`src/rtl/core/mclf_pkg.sv`:
```
// ----------------------------------------------------------------------------
// mclf_pkg
// Shared codes, widths and handshake structs for the linear fade engine.
// ----------------------------------------------------------------------------
package mclf_pkg;

    // Operation codes carried on the operation port
    localparam logic [2:0] OP_TICK  = 3'd0;
    localparam logic [2:0] OP_WRITE = 3'd1;
    localparam logic [2:0] OP_SET   = 3'd2;
    localparam logic [2:0] OP_FADE  = 3'd3;
    localparam logic [2:0] OP_QUERY = 3'd4;

    localparam int LEVEL_W = 8;
    localparam int STEPS_W = 16;
    localparam int DELAY_W = 16;

    // Serial divider geometry
    localparam int DIVD_W = 17;   // dividend / quotient width
    localparam int DIVS_W = 16;   // divisor width
    localparam int DCNT_W = 5;    // iteration counter width

    localparam logic [DCNT_W-1:0] TICK_DIV_BITS = 5'd8;
    localparam logic [DCNT_W-1:0] FADE_DIV_BITS = 5'd17;

    typedef struct packed {
        logic              start;
        logic [DCNT_W-1:0] count;
        logic [DIVD_W-1:0] dividend;
        logic [DIVS_W-1:0] divisor;
    } div_req_t;

    typedef struct packed {
        logic              done;
        logic [DIVD_W-1:0] quotient;
    } div_rsp_t;

endpackage

```
`src/rtl/core/mclf_div.sv`:
```
// ----------------------------------------------------------------------------
// mclf_div
// Bit-serial restoring divider: one quotient bit per cycle, MSB first.
// ----------------------------------------------------------------------------
module mclf_div (
    input  logic              clk,
    input  logic              rst_n,
    input  mclf_pkg::div_req_t req,
    output mclf_pkg::div_rsp_t rsp
);

    logic [mclf_pkg::DCNT_W-1:0] cnt_reg, cnt_next;
    logic [mclf_pkg::DIVS_W-1:0] rem_reg, rem_next;
    logic [mclf_pkg::DIVD_W-1:0] quo_reg, quo_next;
    logic [mclf_pkg::DIVS_W-1:0] dvs_reg, dvs_next;
    logic                        done_reg, done_next;

    logic [mclf_pkg::DIVS_W:0]   trial;
    logic [mclf_pkg::DIVS_W:0]   trial_sub;
    logic                        fits;

    // Shift the next dividend bit into the partial remainder
    assign trial     = {rem_reg, quo_reg[mclf_pkg::DIVD_W-1]};
    assign trial_sub = trial - {1'b0, dvs_reg};
    assign fits      = trial >= {1'b0, dvs_reg};

    always_comb
    begin
        cnt_next  = cnt_reg;
        rem_next  = rem_reg;
        quo_next  = quo_reg;
        dvs_next  = dvs_reg;
        done_next = 1'b0;
        if (req.start)
        begin
            cnt_next = req.count;
            rem_next = '0;
            quo_next = req.dividend;
            dvs_next = req.divisor;
        end
        else if (cnt_reg != '0)
        begin
            rem_next  = fits ? trial_sub[mclf_pkg::DIVS_W-1:0]
                             : trial[mclf_pkg::DIVS_W-1:0];
            quo_next  = {quo_reg[mclf_pkg::DIVD_W-2:0], fits};
            cnt_next  = cnt_reg - 1'b1;
            done_next = (cnt_reg == mclf_pkg::DCNT_W'(1));
        end
    end

    always_ff @(posedge clk or negedge rst_n)
    begin
        if (!rst_n)
        begin
            cnt_reg  <= '0;
            done_reg <= 1'b0;
        end
        else
        begin
            cnt_reg  <= cnt_next;
            done_reg <= done_next;
        end
    end

    always_ff @(posedge clk)
    begin
        rem_reg <= rem_next;
        quo_reg <= quo_next;
        dvs_reg <= dvs_next;
    end

    assign rsp.done     = done_reg;
    assign rsp.quotient = quo_reg;

endmodule

```
`src/rtl/core/multi_channel_linear_fade.sv`:
```
// ----------------------------------------------------------------------------
// multi_channel_linear_fade
// Per-channel linear brightness fade engine with a shared bit-serial divider.
// ----------------------------------------------------------------------------
// write_level and set_target complete without leaving idle; a query beat appears
//   in the cycle after accept. start_fade stays busy through a 17-bit serial
//   divide of the duration by STEP_TICKS, one bit per cycle.
// A tick emits CHANNELS beats, one per channel; a channel that steps first waits
//   on an 8-bit serial divide.
// Reset clears every channel state and the sequencer; results cannot stall.
// ----------------------------------------------------------------------------
module multi_channel_linear_fade #(
    parameter int CHANNELS   = 4,
    parameter int STEP_TICKS = 10
) (
    input  logic        clk,
    input  logic        rst_n,
    input  logic        start,
    output logic        busy,
    input  logic [2:0]  operation,
    input  logic [3:0]  channel,
    input  logic        query_all,
    input  logic [7:0]  target_level,
    input  logic [15:0] duration_ms,
    input  logic [15:0] initial_delay,
    input  logic [7:0]  new_level,
    output logic        strobe,
    output logic [3:0]  channel_out,
    output logic [7:0]  level_out,
    output logic        any_changed,
    output logic        fade_done,
    output logic        last_result
);

    localparam int CH_IDX_W = (CHANNELS > 1) ? $clog2(CHANNELS) : 1;

    typedef enum logic [1:0] {
        S_IDLE,
        S_FDIV,
        S_TCHK,
        S_TDIV
    } state_t;

    // ------------------------------------------------------------------
    // Per-channel state. Delay is held as a plain down-counter: a channel
    // steps on the tick that finds it at zero, which matches a signed
    // counter stepping when it drops below zero.
    // ------------------------------------------------------------------
    logic [mclf_pkg::LEVEL_W-1:0] level_reg  [CHANNELS];
    logic [mclf_pkg::LEVEL_W-1:0] target_reg [CHANNELS];
    logic [mclf_pkg::DELAY_W-1:0] delay_reg  [CHANNELS];
    logic [mclf_pkg::STEPS_W-1:0] steps_reg  [CHANNELS];

    state_t                state_reg, state_next;
    logic [CH_IDX_W-1:0]   idx_reg, idx_next;
    logic [CH_IDX_W-1:0]   fch_reg, fch_next;
    logic                  chg_reg, chg_next;
    logic                  strobe_reg, strobe_next;
    logic [3:0]            chout_reg, chout_next;
    logic [7:0]            lvlout_reg, lvlout_next;
    logic                  anych_reg, anych_next;
    logic                  done_reg, done_next;
    logic                  last_reg, last_next;

    // Array write port: one channel per cycle
    logic [CH_IDX_W-1:0]          wr_idx;
    logic                         lvl_we, tgt_we, dly_we, stp_we;
    logic [mclf_pkg::LEVEL_W-1:0] lvl_wdata, tgt_wdata;
    logic [mclf_pkg::DELAY_W-1:0] dly_wdata;
    logic [mclf_pkg::STEPS_W-1:0] stp_wdata;

    // Array read port
    logic [CH_IDX_W-1:0]          rd_idx;
    logic [mclf_pkg::LEVEL_W-1:0] rd_level, rd_target;
    logic [mclf_pkg::DELAY_W-1:0] rd_delay;
    logic [mclf_pkg::STEPS_W-1:0] rd_steps;

    logic                         accept;
    logic [CH_IDX_W-1:0]          ch_idx;
    logic                         chan_ok;
    logic                         any_active;
    logic                         last_ch;
    logic                         move_down;
    logic [mclf_pkg::LEVEL_W-1:0] move_mag;
    logic [mclf_pkg::LEVEL_W-1:0] step_q;
    logic [mclf_pkg::DIVD_W-1:0]  fade_dividend;
    logic [mclf_pkg::STEPS_W-1:0] fade_steps;

    mclf_pkg::div_req_t div_req;
    mclf_pkg::div_rsp_t div_rsp;

    mclf_div u_div (
        .clk   (clk),
        .rst_n (rst_n),
        .req   (div_req),
        .rsp   (div_rsp)
    );

    assign busy    = (state_reg != S_IDLE);
    assign accept  = start && !busy;
    assign ch_idx  = channel[CH_IDX_W-1:0];
    assign chan_ok = ({1'b0, channel} < 5'(CHANNELS));
    assign last_ch = (idx_reg == CH_IDX_W'(CHANNELS - 1));

    // Idle reads follow the addressed channel; a tick walks idx_reg
    assign rd_idx    = (state_reg == S_IDLE) ? ch_idx : idx_reg;
    assign rd_level  = level_reg[rd_idx];
    assign rd_target = target_reg[rd_idx];
    assign rd_delay  = delay_reg[rd_idx];
    assign rd_steps  = steps_reg[rd_idx];

    // Signed move split into direction and magnitude for the unsigned divider
    assign move_down = (rd_target < rd_level);
    assign move_mag  = move_down ? (rd_level - rd_target) : (rd_target - rd_level);
    assign step_q    = div_rsp.quotient[mclf_pkg::LEVEL_W-1:0];

    // ceil(duration / STEP_TICKS); a zero duration still takes one step
    assign fade_dividend = mclf_pkg::DIVD_W'(duration_ms)
                         + mclf_pkg::DIVD_W'(STEP_TICKS - 1);
    assign fade_steps    = (div_rsp.quotient == '0) ? mclf_pkg::STEPS_W'(1)
                         : div_rsp.quotient[mclf_pkg::STEPS_W-1:0];

    always_comb
    begin
        any_active = 1'b0;
        for (int i = 0; i < CHANNELS; i++)
        begin
            any_active = any_active | (steps_reg[i] != '0);
        end
    end

    // ------------------------------------------------------------------
    // Sequencer
    // ------------------------------------------------------------------
    always_comb
    begin
        state_next  = state_reg;
        idx_next    = idx_reg;
        fch_next    = fch_reg;
        chg_next    = chg_reg;
        strobe_next = 1'b0;
        chout_next  = '0;
        lvlout_next = '0;
        anych_next  = 1'b0;
        done_next   = 1'b0;
        last_next   = 1'b0;

        wr_idx    = idx_reg;
        lvl_we    = 1'b0;
        tgt_we    = 1'b0;
        dly_we    = 1'b0;
        stp_we    = 1'b0;
        lvl_wdata = rd_level;
        tgt_wdata = target_level;
        dly_wdata = initial_delay;
        stp_wdata = '0;

        div_req.start    = 1'b0;
        div_req.count    = mclf_pkg::TICK_DIV_BITS;
        div_req.dividend = {move_mag, {(mclf_pkg::DIVD_W - mclf_pkg::LEVEL_W){1'b0}}};
        div_req.divisor  = rd_steps;

        case (state_reg)
            S_IDLE:
            begin
                wr_idx = ch_idx;
                if (accept)
                begin
                    case (operation)
                        mclf_pkg::OP_TICK:
                        begin
                            idx_next   = '0;
                            chg_next   = 1'b0;
                            state_next = S_TCHK;
                        end
                        mclf_pkg::OP_WRITE:
                        begin
                            lvl_we    = chan_ok;
                            lvl_wdata = new_level;
                        end
                        mclf_pkg::OP_SET:
                        begin
                            // Load target and delay, cancel any fade
                            tgt_we = chan_ok;
                            dly_we = chan_ok;
                            stp_we = chan_ok;
                        end
                        mclf_pkg::OP_FADE:
                        begin
                            if (chan_ok)
                            begin
                                tgt_we           = 1'b1;
                                dly_we           = 1'b1;
                                fch_next         = ch_idx;
                                div_req.start    = 1'b1;
                                div_req.count    = mclf_pkg::FADE_DIV_BITS;
                                div_req.dividend = fade_dividend;
                                div_req.divisor  = mclf_pkg::DIVS_W'(STEP_TICKS);
                                state_next       = S_FDIV;
                            end
                        end
                        mclf_pkg::OP_QUERY:
                        begin
                            strobe_next = 1'b1;
                            last_next   = 1'b1;
                            if (query_all)
                            begin
                                done_next = !any_active;
                            end
                            else if (chan_ok)
                            begin
                                chout_next  = channel;
                                lvlout_next = rd_level;
                                done_next   = (rd_steps == '0);
                            end
                            else
                            begin
                                chout_next = channel;
                                done_next  = 1'b1;
                            end
                        end
                        default:
                        begin
                        end
                    endcase
                end
            end

            S_FDIV:
            begin
                // Hold until the step count is known, then store it
                wr_idx = fch_reg;
                if (div_rsp.done)
                begin
                    stp_we     = 1'b1;
                    stp_wdata  = fade_steps;
                    state_next = S_IDLE;
                end
            end

            S_TCHK:
            begin
                if ((rd_steps != '0) && (rd_delay == '0))
                begin
                    // Due to step: divide the gap by the steps left
                    div_req.start = 1'b1;
                    state_next    = S_TDIV;
                end
                else
                begin
                    if (rd_steps != '0)
                    begin
                        dly_we    = 1'b1;
                        dly_wdata = rd_delay - 1'b1;
                    end
                    strobe_next = 1'b1;
                    chout_next  = 4'(idx_reg);
                    lvlout_next = rd_level;
                    anych_next  = last_ch && chg_reg;
                    last_next   = last_ch;
                    if (last_ch)
                    begin
                        state_next = S_IDLE;
                    end
                    else
                    begin
                        idx_next = idx_reg + 1'b1;
                    end
                end
            end

            S_TDIV:
            begin
                if (div_rsp.done)
                begin
                    lvl_we    = 1'b1;
                    lvl_wdata = move_down ? (rd_level - step_q) : (rd_level + step_q);
                    stp_we    = 1'b1;
                    stp_wdata = rd_steps - 1'b1;
                    dly_we    = 1'b1;
                    dly_wdata = mclf_pkg::DELAY_W'(STEP_TICKS);
                    chg_next  = 1'b1;

                    strobe_next = 1'b1;
                    chout_next  = 4'(idx_reg);
                    lvlout_next = lvl_wdata;
                    anych_next  = last_ch;
                    last_next   = last_ch;
                    if (last_ch)
                    begin
                        state_next = S_IDLE;
                    end
                    else
                    begin
                        idx_next   = idx_reg + 1'b1;
                        state_next = S_TCHK;
                    end
                end
            end

            default:
            begin
                state_next = S_IDLE;
            end
        endcase
    end

    always_ff @(posedge clk or negedge rst_n)
    begin
        if (!rst_n)
        begin
            state_reg  <= S_IDLE;
            idx_reg    <= '0;
            fch_reg    <= '0;
            chg_reg    <= 1'b0;
            strobe_reg <= 1'b0;
            chout_reg  <= '0;
            lvlout_reg <= '0;
            anych_reg  <= 1'b0;
            done_reg   <= 1'b0;
            last_reg   <= 1'b0;
        end
        else
        begin
            state_reg  <= state_next;
            idx_reg    <= idx_next;
            fch_reg    <= fch_next;
            chg_reg    <= chg_next;
            strobe_reg <= strobe_next;
            chout_reg  <= chout_next;
            lvlout_reg <= lvlout_next;
            anych_reg  <= anych_next;
            done_reg   <= done_next;
            last_reg   <= last_next;
        end
    end

    // Channel state: cleared at reset, written one channel per cycle
    always_ff @(posedge clk or negedge rst_n)
    begin
        if (!rst_n)
        begin
            for (int i = 0; i < CHANNELS; i++)
            begin
                level_reg[i]  <= '0;
                target_reg[i] <= '0;
                delay_reg[i]  <= '0;
                steps_reg[i]  <= '0;
            end
        end
        else
        begin
            if (lvl_we)
            begin
                level_reg[wr_idx] <= lvl_wdata;
            end
            if (tgt_we)
            begin
                target_reg[wr_idx] <= tgt_wdata;
            end
            if (dly_we)
            begin
                delay_reg[wr_idx] <= dly_wdata;
            end
            if (stp_we)
            begin
                steps_reg[wr_idx] <= stp_wdata;
            end
        end
    end

    assign strobe      = strobe_reg;
    assign channel_out = chout_reg;
    assign level_out   = lvlout_reg;
    assign any_changed = anych_reg;
    assign fade_done   = done_reg;
    assign last_result = last_reg;

`ifndef SYNTHESIS
    // A tick beat that is not the last leaves the sequencer mid-walk
    assert property (@(posedge clk) disable iff (!rst_n)
        strobe && !last_result |-> busy)
        else $error("non-final beat emitted while idle");

    // The change flag only rides on the final beat of a tick
    assert property (@(posedge clk) disable iff (!rst_n)
        any_changed |-> strobe && last_result)
        else $error("any_changed outside final tick beat");

    // Divider completion is only seen while a divide is awaited
    assert property (@(posedge clk) disable iff (!rst_n)
        div_rsp.done |-> (state_reg == S_FDIV) || (state_reg == S_TDIV))
        else $error("divider finished with no consumer");

    // An accepted tick always starts the channel walk
    assert property (@(posedge clk) disable iff (!rst_n)
        accept && (operation == mclf_pkg::OP_TICK) |=> busy)
        else $error("tick accepted but sequencer stayed idle");
`endif

endmodule
```
`config.mk`:
```
export PLATFORM = sky130hd
export DESIGN_NAME = multi_channel_linear_fade
export DESIGN_NICKNAME = d
export VERILOG_FILES = /design/src/rtl/core/mclf_pkg.sv /design/src/rtl/core/mclf_div.sv /design/src/rtl/core/multi_channel_linear_fade.sv
export SDC_FILE = /design/constraint.sdc
export NUM_CORES = 1
export LEC_CHECK = 0
export BUFFER_PORTS_ARGS = -buffer_cell sky130_fd_sc_hd__buf_4
export CORE_ASPECT_RATIO = 0.8
export CORE_MARGIN = 10
export CORE_UTILIZATION = 50
export DETAILED_ROUTE_END_ITERATION = 6
export HOLD_SLACK_MARGIN = 0.08
export PLACE_DENSITY = 0.71
export RECOVER_POWER = 50
export SLEW_MARGIN = 15
export SYNTH_ARGS = -nofsm -noshare
export SYNTH_HDL_FRONTEND = slang
export SYNTH_SLANG_ARGS = --single-unit
export TNS_END_PERCENT = 20
```
`constraint.sdc`:
```
create_clock -name clk -period 9.93 [get_ports clk]
set_input_delay 1.986 -clock clk [delete_from_list [all_inputs] [get_ports clk]]
set_output_delay 1.986 -clock clk [all_outputs]
set_load 0.01 [all_outputs]
```
After elaboration in Yosys (flattened, before gate mapping)
Index checks and enable logic that the tools add are counted.
{"block": "classes", "n_bitwise": 5, "mul": 0, "n_mux": 109, "n_addsub": 10, "n_reduce_logical": 26, "shifts": 0, "magnitude_cmp": 6, "eq_ne": 17, "div": 0}
{"cell": "2-to-1 mux 16 bit", "n": 12}
{"cell": "bitwise mux 64 bit", "n": 2}
{"cell": "2-to-1 mux 8 bit", "n": 16}
{"cell": "2-to-1 mux 39 bit", "n": 3}
{"cell": "nonzero test 16 bit", "n": 5}
{"cell": "binary-select mux 16 bit (select 2 bit)", "n": 2}
{"cell": "bitwise mux 32 bit", "n": 2}
{"cell": "one-hot mux 16 bit (2 select lines)", "n": 2}
{"cell": "2-to-1 mux 38 bit", "n": 1}
{"cell": "2-to-1 mux 17 bit", "n": 2}
{"cell": "binary-select mux 8 bit (select 2 bit)", "n": 2}
{"cell": "demux 16 bit (select 2 bit)", "n": 1}
{"cell": "zero test 16 bit", "n": 2}
{"cell": "subtractor 16 x 1 -> 16 bit (second input constant)", "n": 2}
{"cell": "2-to-1 mux 2 bit", "n": 15}
{"cell": "2-to-1 mux 1 bit", "n": 27}
{"cell": "one-hot mux 8 bit (3 select lines)", "n": 1}
{"cell": "subtractor 8 bit", "n": 3}
{"cell": "adder 16 x 4 -> 17 bit (second input constant)", "n": 1}
{"cell": ">= comparator 17 x 16 -> 1 bit", "n": 1}
{"cell": "zero test 17 bit", "n": 1}
{"cell": "demux 8 bit (select 2 bit)", "n": 1}
{"cell": "one-hot mux 8 bit (2 select lines)", "n": 1}
{"cell": "subtractor 16 bit", "n": 1}
{"cell": "38 further kinds", "n": 67}
{"block": "word_totals", "mem_bits_rw": 0, "n_memories": 0, "input_bits": 59, "regBits": 270, "mem_bits_ro": 0, "latchBits": 0}

Longest topological paths before layout
{"block": "depth", "depth_word": 13, "ltp_mapped": 30, "mapped_depth_nobuf": 23}

By module
Synthesis repeated with hierarchy kept, for this count alone.
{"block": "hier_totals", "hier_cells": 1484, "hier_area_um2": 15837.7}
{"mod": "multi_channel_linear_fade", "cells_each": 1187, "seq_area_each_um2": 5380.2, "instances": 1, "area_each_um2": 12734.7}
{"mod": "mclf_div", "cells_each": 297, "seq_area_each_um2": 1461.4, "instances": 1, "area_each_um2": 3103.0}

Least setup slack after synthesis
OpenSTA, ideal clock, no wires.
{"block": "synth_path", "path_type": "in2reg", "start": "input port channel[0]", "end": "register level_reg[14] (netlist name)", "slack_ns": 2.200, "path_buffers": 6, "required_ns": 9.865, "setup_ns": 0.065, "cell_stages": 26, "arrival_ns": 7.665, "cell_sequence": "mux2i_4 > buf_8 > buf_12 > buf_2 > buf_2 > buf_2 > mux4_2 > inv_1 > ha_1 > inv_1 > fa_1 > a211oi_1 > o21ai_0 > o21ai_1 > clkbuf_1 > o21ai_0 > fa_1 > a21oi_1 > nor2_1 > nor2_1 > o21bai_1 > a21oi_1 > xnor2_1 > a22oi_1 > o21ai_0 > mux2_2"}
{"block": "synth_between", "elab_chain_len": 10, "word_cells_on_any_way": 28}
{"element": "start, declared", "line": "multi_channel_linear_fade.sv:21", "source": "input logic [3:0] channel,"}
{"element": "2-to-1 mux 2 bit", "line": "multi_channel_linear_fade.sv:106", "source": "assign rd_idx = (state_reg == S_IDLE) ? ch_idx : idx_reg;"}
{"element": "inverter 2 -> 3 bit (not written as such)", "line": "multi_channel_linear_fade.sv:107, multi_channel_linear_fade.sv:108"}
{"element": "binary-select mux 8 bit (select 2 bit) (on tied branches)", "line": "multi_channel_linear_fade.sv:107, multi_channel_linear_fade.sv:108"}
{"element": "2-to-1 mux 8 bit (on tied branches) (2 in a row)", "line": "multi_channel_linear_fade.sv:107, multi_channel_linear_fade.sv:108"}
{"element": "adder 8 bit (tied with other cells)", "line": "multi_channel_linear_fade.sv:277", "source": "lvl_wdata = move_down ? (rd_level - step_q) : (rd_level + step_q);"}
{"element": "2-to-1 mux 8 bit", "line": "multi_channel_linear_fade.sv:277"}
{"element": "2-to-1 mux 8 bit", "line": "multi_channel_linear_fade.sv:274", "source": "if (div_rsp.done)"}
{"element": "one-hot mux 8 bit (2 select lines)", "line": "multi_channel_linear_fade.sv:163", "source": "case (state_reg)"}
{"element": "bitwise mux 32 bit", "line": "multi_channel_linear_fade.sv:355", "source": "level_reg[wr_idx] <= lvl_wdata;"}
{"element": "end signal, assigned by index", "line": "multi_channel_linear_fade.sv:355"}
{"element": "end, declared", "line": "multi_channel_linear_fade.sv:49", "source": "logic [mclf_pkg::LEVEL_W-1:0] level_reg [CHANNELS];"}
Parallel ways exist; a longest one is shown, timed or not. The select of a mux whose other input is x is not followed.
A chain may end at the register's enable or synchronous reset.

Worst setup path in the final report
{"block": "layout_path", "start": "input port channel[0]", "end": "register u_div.quo_reg[4] (netlist name), enable pin"}
{"block": "layout_between", "elab_chain_len": 10, "word_cells_on_any_way": 18}
{"element": "2-to-1 mux 2 bit", "line": "multi_channel_linear_fade.sv:106"}
{"element": "inverter 2 -> 3 bit (not written as such)", "line": "multi_channel_linear_fade.sv:109, multi_channel_linear_fade.sv:110"}
{"element": "binary-select mux 16 bit (select 2 bit) (on tied branches)", "line": "multi_channel_linear_fade.sv:110, multi_channel_linear_fade.sv:109"}
{"element": "2-to-1 mux 16 bit (on tied branches) (2 in a row)", "line": "multi_channel_linear_fade.sv:110, multi_channel_linear_fade.sv:109"}
{"element": "nonzero test 16 bit or zero test 16 bit (tied branches)", "line": "multi_channel_linear_fade.sv:243", "source": "if ((rd_steps != '0) && (rd_delay == '0))"}
{"element": "logical AND 1 bit", "line": "multi_channel_linear_fade.sv:243"}
{"element": "2-to-1 mux 1 bit", "line": "multi_channel_linear_fade.sv:243"}
{"element": "one-hot mux 1 bit (2 select lines) *", "line": "multi_channel_linear_fade.sv:163"}
{"element": "nonzero test 2 bit (no source line) *"}
{"element": "end signal, assigned", "line": "mclf_div.sv:68", "source": "quo_reg <= quo_next;"}
{"element": "end, declared", "line": "mclf_div.sv:14", "source": "logic [mclf_pkg::DIVD_W-1:0] quo_reg, quo_next;"}
Every way passes the cells marked *; elsewhere a longest branch is shown, timed or not. The select of a mux whose other input is x is not followed.

==> results.py <==
metrics = {
    "clock_tree": {
        "htree_num_levels": 1,
        "cts_tree": "built",
        "cts-root-buf": "clkbuf_16",
        "cts.reportedPaths.clkPinSlew_ns": 0.06,
        "numCtsBuffers": 28,
        "post_cts_buffers": 0,
        "ctsResizeCount": 0,
        "clock_latency_ns": 0.56,
        "clockBufferDepth": 3,
        "ctsHoldBuffers": 0,
        "clkSinkCount": 270,
    },
    "logic_synthesis": {
        "synth_area_leaders": "dfrtp_1 36%, mux2_2 7.4%, edfxtp_1 6.4%, mux4_2 5.1%, ha_1 4.2%",
        "netlist_instances": 1468,
        "synth_nets": 1583,
        "synth_seq_cells": 270,
        "synth_enable_flop_cells": 33,
        "ys_seq_area_share_pct": 44.2,
        "yosysTopAreaCellShare_pct": 35.7,
        "ys_types": 75,
        "syn-mean-instance-area_um2": 10.5,
        "synthArstFlopShare_pct": 81.9,
        "synth_top_area_cell": "dfrtp_1",
        "synth_area_um2": 15500,
        "synth_warnings": 0,
        "synth-main-ff-cell": "dfrtp_1",
    },
    "finish": {
        "area_delta_synth_final_pct": 11.3,
        "fin_nets": 1639,
        "drive_above_1_share_pct": 17.4,
        "final_cell_mix": "221 x dfrtp_1, 138 x nand2_1, 134 x nor2_1, 101 x mux2_2, 94 x a21oi_1",
        "mostFrequentLayoutCell": "dfrtp_1",
    },
    "critical_path": {
        "crit_buf_inv": 4,
        "start_kind": "input pin",
        "crit_type": "in2reg",
        "max_stage_delay_ns": 1.55,
        "crit_path_end_kind": "flop",
        "slowest_stage": "mux2i_1",
        "path_cells": "clkbuf_1 -> mux2i_1 -> buf_4 -> mux4_2 -> inv_1 -> ha_1 -> inv_1 -> a2111o_1 -> nor4b_2 -> or3_1 -> nand3_1",
        "worstPathRequired_ns": 9.95,
        "worstPathMaxFanout": 26,
        "crit_arrival_ns": 7.79,
        "crit_top_cell": "inv_1",
        "critPathTopFamily": "multiplexers",
    },
    "timing": {
        "finalWorstSetupSlack_ns": 2.16,
        "max_slew_margin_pct": -271,
        "fin_tns_setup_ns": 0,
        "min_period_ns": 7.77,
        "fmax_mhz": 129,
        "hold_viol_final": 0,
        "rsz0062_at_grt": "false",
        "worst_pin_slew_ns": 5.56,
        "post-route-period-util_pct": 78.3,
        "fin_skew_ns": 0.0139,
        "slew_viol_final": 168,
        "holdWs_ns": 0.461,
        "finalSetupViolCount": 0,
    },
    "power_and_ir_drop": {
        "p_leak_nw": 7.75,
        "pwr-share-comb_pct": 52.4,
        "clkPwrFrac_pct": 18.8,
        "netSwitchingPower_mw": 2.33,
        "switching_share_pct": 40.6,
        "power_density_nw_per_um2": 333,
        "power_frac_seq_pct": 28.8,
        "peakVddDrop_mv": 0.216,
        "internal_power_mw": 3.40,
    },
    "die": {
        "dieArea_um2": 38400,
        "initial_core_util_pct": 50.8,
        "die_h_um": 177,
        "core.rowCount": 57,
        "core-area_um2": 30500,
        "die_x_um": 217,
        "ios": 76,
    },
    "placed_design": {
        "numPortBuffers": 75,
        "place_ws_ns": 2.71,
        "gp_congestion": 0.924,
        "dpl.hpwl_mm": 28.5,
    },
    "flow_run": {
        "maxCapViolations": 3,
    },
    "detailed_routing": {
        "viasPerCell": 6.06,
        "wl_mm": 40.2,
        "dr.first_iter.drc_count": 939,
        "vias": 11900,
        "ant_nets": 0,
        "dr.pass1.iters": 5,
        "wl_per_cell_um": 20.5,
        "drc": 0,
    },
    "min_path": {
        "hold_path.class": "reg2reg",
    },
    "grt": {
        "grt_max_degree": 107,
        "grt_pass1_wl_mm": 64.6,
        "antenna_found_initial": 1,
        "grt_pass1_vias": 11800,
        "grtUsageTotal_pct": 20.7,
        "gr-total-overflow": 0,
    },
    "status": {
        "status": "finished, violations left",
        "violations": "capacitance limit, slew limit",
    },
}
==> synthesized netlist by cell type, drive strengths merged (4+ instances only) <==
master,instances
xor2,31
o22ai,7
ha,52
mux2i,28
o22a,5
o31ai,11
nor4b,4
and4,4
and2,18
dfrtp,221
and3,7
nand3,19
a211oi,19
or4,4
mux4,48
nor3,21
nand2,142
fa,4
a221oi,4
a22oi,14
o211ai,4
dfxtp,16
o32a,24
inv,68
nor4,19
nand2b,12
a31oi,6
a21oi,95
mux2,102
o21bai,5
clkbuf,47
nor2,139
buf,19
o21ai,93
o21a,11
nand4,12
edfxtp,33
xnor2,40
a21o,11
nor2b,9
or3,4
==> through the flow <==
step,instance area (µm²),total power [mW],instances,utilization (%)
2_1_floorplan,15500,3.96,1468,-
3_3_place_gp,16400,4.57,1907,53.8
3_5_place_dp,16400,4.62,1907,53.8
4_1_cts,17300,5.73,1958,56.9
5_1_grt,17200,6.14,1959,56.5
6_report,17200,5.73,1959,56.5
==> worst register-to-register path: cells and delay by family, from the launching register on <==
kind / cells / cell delay (ns)
buf+inv: 4 / 0.96
compound gates: 1 / 0.34
simple gates: 3 / 2.14
flops: 1 / 0.41
fa+ha+maj: 2 / 0.86
mux: 2 / 2.24
==> per-layer routing <==
layer | vias to the layer above | wire length [µm] | global-route usage, %
li1 | 5489 | - | -
met1 | 5787 | 17800 | 28.7
met4 | 0 | 891 | 5.79
met5 | - | 0 | 0
met3 | 75 | 3580 | 4.88
met2 | 517 | 18000 | 31.8
==> cell type report <==
class | instances | area (µm²)
Inverter | 68 | 255
Tap cell | 413 | 517
Sequential cell | 270 | 6840
Clock inverter | 16 | 164
Antenna cell | 1 | 2.50
Multi-Input combinational cell | 1064 | 8070
Timing Repair Buffer | 92 | 604
Fill cell | 2579 | 13200
Clock buffer | 35 | 768
==> kinds of logic (layout without fill, tap and decap cells) <==
logic type / count (synthesis) / in the layout / share of synthesized area [%]
AO/OA/AOI/OAI: 333 / 333 / 13.8
XOR/XNOR: 71 / 71 / 4.02
adder cells (fa/ha/maj): 56 / 56 / 4.72
buffers and inverters: 134 / 211 / 3.69
flip-flops: 270 / 270 / 44.2
multiplexers: 178 / 178 / 16.6
other: 0 / 1 / 0
AND/OR/NAND/NOR: 426 / 426 / 13.0
==> final timing paths <==
kind,from,endpoint,slack (ns),cells past startpoint
worst min register to register,u_div.rem_reg[15],u_div.rem_reg[15],0.46,2
worst min-delay path,u_div.rem_reg[15],u_div.rem_reg[15],0.46,2
worst max register to register,state_reg[0],u_div.quo_reg[4],2.47,12
min in group asynchronous,rst_n,delay_reg[50],3.47,1
worst max-delay path,channel[0],u_div.quo_reg[4],2.16,11
max in group asynchronous,rst_n,level_reg[1],2.85,3
==> power groups by stage <==
stage	clock network, mW	logic, mW	registers, mW
floorplan	0	2.39	1.57
global placement	0	2.91	1.65
detailed placement	0	2.96	1.66
CTS	1.10	2.99	1.64
global route	1.14	3.31	1.68
finish	1.07	3.00	1.65
No activity file was read; power rests on OpenSTA's default activity.
